[config.mk]
export PLATFORM = sky130hd
export DESIGN_NAME = pal_pick
export DESIGN_NICKNAME = d
export VERILOG_FILES = /design/src/rtl/pal_pkg.sv /design/src/rtl/pal_pick.sv
export SDC_FILE = /design/constraint.sdc
export NUM_CORES = 1
export LEC_CHECK = 0
export ABC_AREA = 0
export BUFFER_PORTS_ARGS = -buffer_cell sky130_fd_sc_hd__buf_4
export CORE_AREA = 4 4 116 118
export DETAILED_ROUTE_END_ITERATION = 8
export DIE_AREA = 0 0 120 122
export GPL_TIMING_DRIVEN = 0
export PLACE_DENSITY = 0.5
export SYNTH_ARGS = -nofsm -noshare
export SYNTH_HDL_FRONTEND = slang
export SYNTH_SLANG_ARGS = --single-unit
[constraint.sdc]
create_clock -name vclk -period 1.5
set_input_delay 0.075 -clock vclk [all_inputs]
set_output_delay 0.075 -clock vclk [all_outputs]
set_load 0.1 [all_outputs]
[src/rtl/pal_pkg.sv]
// Shared types and constants for the positional array list.
// No dependencies; every other file in rtl/ imports this package.
`default_nettype none
package pal_pkg;

  // Fixed field widths of the item and result ports
  localparam int OPC_W  = 2;
  localparam int POS_W  = 7;
  localparam int DATA_W = 32;
  localparam int STS_W  = 2;
  localparam int LEN_W  = 7;

  // Number of cells examined per step of a locate or delete scan
  localparam int SCAN_GROUP = 8;

  // Operation codes
  localparam logic [OPC_W-1:0] OP_INSERT = 2'd0;
  localparam logic [OPC_W-1:0] OP_DELETE = 2'd1;
  localparam logic [OPC_W-1:0] OP_LOCATE = 2'd2;

  // Status codes
  localparam logic [STS_W-1:0] STS_OK      = 2'd0;
  localparam logic [STS_W-1:0] STS_BAD_POS = 2'd1;
  localparam logic [STS_W-1:0] STS_FULL    = 2'd2;

  // Cell command modes
  localparam int CM_W = 3;
  localparam logic [CM_W-1:0] CM_HOLD   = 3'd0;
  localparam logic [CM_W-1:0] CM_INSERT = 3'd1;
  localparam logic [CM_W-1:0] CM_DELETE = 3'd2;
  localparam logic [CM_W-1:0] CM_LOCATE = 3'd3;
  localparam logic [CM_W-1:0] CM_SCAN   = 3'd4;

  // Command broadcast to every cell of the chain
  typedef struct packed {
    logic [CM_W-1:0]  mode;
    logic [POS_W-1:0] pos;
  } pal_cmd_t;

endpackage
`default_nettype wire

[src/rtl/pal_pick.sv]
// Priority pick over the lowest scan lanes of the cell chain.
// Depends on pal_pkg only by convention; no shared types used.
`default_nettype none
module pal_pick #(
  parameter int LANES      = 8,
  parameter int ELEM_WIDTH = 32,
  parameter int OFF_W      = 3
) (
  input  wire logic [LANES-1:0]      flags,
  input  wire logic [ELEM_WIDTH-1:0] taps [LANES],
  output logic                       any,
  output logic      [OFF_W-1:0]      offset,
  output logic      [ELEM_WIDTH-1:0] value
);
  import pal_pkg::*;

  // lowest flagged lane wins
  always_comb begin
    offset = '0;
    for (int i = LANES - 1; i >= 0; i--) begin
      if (flags[i]) begin
        offset = OFF_W'(i);
      end
    end
  end

  // flag-masked OR of the taps (one flag set on delete)
  always_comb begin
    value = '0;
    for (int i = 0; i < LANES; i++) begin
      value = value | (taps[i] & {ELEM_WIDTH{flags[i]}});
    end
  end

  assign any = |flags;

endmodule
`default_nettype wire

==> flow_summary_export.csv <==
group,metric,value,unit
setup_path,arrival,1120,ps
cells_and_area,clkbuf_count,0,
synthesis,avgSynthCellArea,7.51,µm²
setup_path,path_max_fanout,10,
cells_and_area,multi_input_area,1280,µm²
sta,min_period_over_period,79.7,%
die,core_area,12500,µm²
die,num_io_pins,300,
die,fp.dieArea,14600,µm²
drt,antenna_left,0,
setup_path,cp-startpoint,"flags[4]",
drt,drt_iter0_markers,235,
synthesis,synth_nets,469,
die,die_y,122,µm
drt,firstDrtPassIters,5,
cells_and_area,regArea,0,µm²
cells_and_area,antenna-diode-count,0,
place,post_dp_cell_area,3990,µm²
die,row_count,41,
grt,overflow,0,
power,power_density,384,nW/µm²
grt,track_usage,19.0,%
power,leakage,1.95,nW
power,total_power,1.53,mW
drt,wl_per_cell,23.1,µm
setup_path,crit_family,"buffers and inverters",
setup_path,criticalPathCategory,"input pin to primary output",
setup_path,end_kind,"primary output",
cells_and_area,flops_and_latches,0,
clocking,post_cts_buffers,0,
grt,grt_max_degree,11,
min_path,min_path_type,"input pin to primary output",
drt,wirelength,15.5,mm
cells_and_area,stdcell_area,3990,µm²
setup_path,path_cells,"buf_6 > buf_2 > a22oi_1 > nand4_1 > buf_4",
drt,num_vias,3310,
setup_path,startpoint_type,"input pin",
setup_path,cpPeakStageDelay,330,ps
drt,viasPerCell,4.95,
cells_and_area,final_cell_mix,"buf_4, a22oi_1, nand4_1, buf_6, buf_2",
grt,grt_pass1_vias,3452,
job,maxCapViolCount,0,
sta,relSlewSlack,70.3,%
synthesis,synth_area,1540,µm²
power,vdd_ir_drop_max,199,µV
sta,hold_violations,0,
clocking,cts_resized,0,
cells_and_area,nets,763,
place,dp_hpwl,12.7,mm
setup_path,critPathBufInv,3,
sta,drv_slew,0,
synthesis,yosysWarningCount,0,
clocking,ctsHoldBuffers,0,
cells_and_area,fillers,1373,
place,place.gp.congestion,0.856,
sta,holdWs,577,ps
sta,setup_viol,0,
sta,fin_crit,1200,ps
sta,rsz0062_at_grt,"false",
synthesis,synth_cell_types,16,
sta,worst_slack,304,ps
sta,tightest_slew,441,ps
min_path,hp-start,"flags[4]",
cells_and_area,drive_above_1_share,66.0,%
grt,grt_pass1_wl,21.1,mm
synthesis,syn_inst,205,
sta,finalSetupTns,0,ps
setup_path,cpMaxStageDelayCell,"buf_2",
grt,antenna_found_initial,0,
drt,drcViolationCount,0,
outcome,status,"finished clean",
place,pre_cts_ws,256,ps
cells_and_area,area_delta_synth_final,159,%
die,initial_core_util,12.3,%
place,portBuffers,292,
setup_path,critPathRequiredTime,1420,ps
cells_and_area,layout_commonest_cell,"buf_4",
synthesis,seq_area_frac_synth,0,%
sta,fmax,836,MHz
die,die_width,120,µm
## cell families (layout without fill, tap and decap cells)
logic type	Yosys count	after routing	share of synthesized area, %
and+or+nand+nor	39	39	16.3
AOI/OAI and AO/OA	133	133	64.6
buffers and inverters	33	325	19.0
## cell type report
class                      count  share of cell area (%)
buffer                        32                    7.49
timing repair buffer         292                    54.9
multi-input combinational    172                    32.1
inverter                       1                  0.0941
tap                          172                    5.39
## Yosys cell counts, drive strengths merged
cell / count / share of area [%]
a21oi: 1 / 0.32
nand2: 1 / 0.24
nor4: 2 / 1.8
a22oi: 128 / 62
o41ai: 1 / 0.57
o21ai: 1 / 0.32
o21bai: 1 / 0.49
nor2b: 2 / 0.81
inv: 1 / 0.24
buf: 32 / 19
nand4: 32 / 13
a211oi: 1 / 0.49
nor2: 2 / 0.49
## per-layer routing
metal | vias to the layer above | part of all wire [%] | routed length, µm | GRT usage (%)
li1 | 1502 | - | - | -
met1 | 1586 | 39 | 6070 | 23.1
met2 | 208 | 52 | 8080 | 36.0
met3 | 14 | 7.6 | 1180 | 3.25
met4 | 0 | 1.0 | 158 | 1.86
met5 | - | 0 | 0 | 0
## where the power goes
part | internal [mW] | total, mW | switching (mW)
Clock | 0 | 0 | 0
Sequential | 0 | 0 | 0
Combinational | 0.700 | 1.53 | 0.831
Total | 0.700 | 1.53 | 0.831
## metrics by stage
| stage | utilization (%) | instances |
|---|---|---|
| finish | 32.0 | 669 |
| global route | 32.0 | 669 |
| CTS | 32.0 | 669 |
| detailed placement | 32.0 | 669 |
| global placement | 32.0 | 669 |
| floorplan | - | 205 |
## tightest hold or removal path: stages
cell and delay (ps):
buf_6 110, o41ai_4 80, buf_4 230
## worst paths after layout
check	endpoint	slack, ps	cells after the start
setup / recovery	value[22]	300	5
hold / removal	offset[0]	580	3
Note: power is estimated with default switching activity, not from simulation.
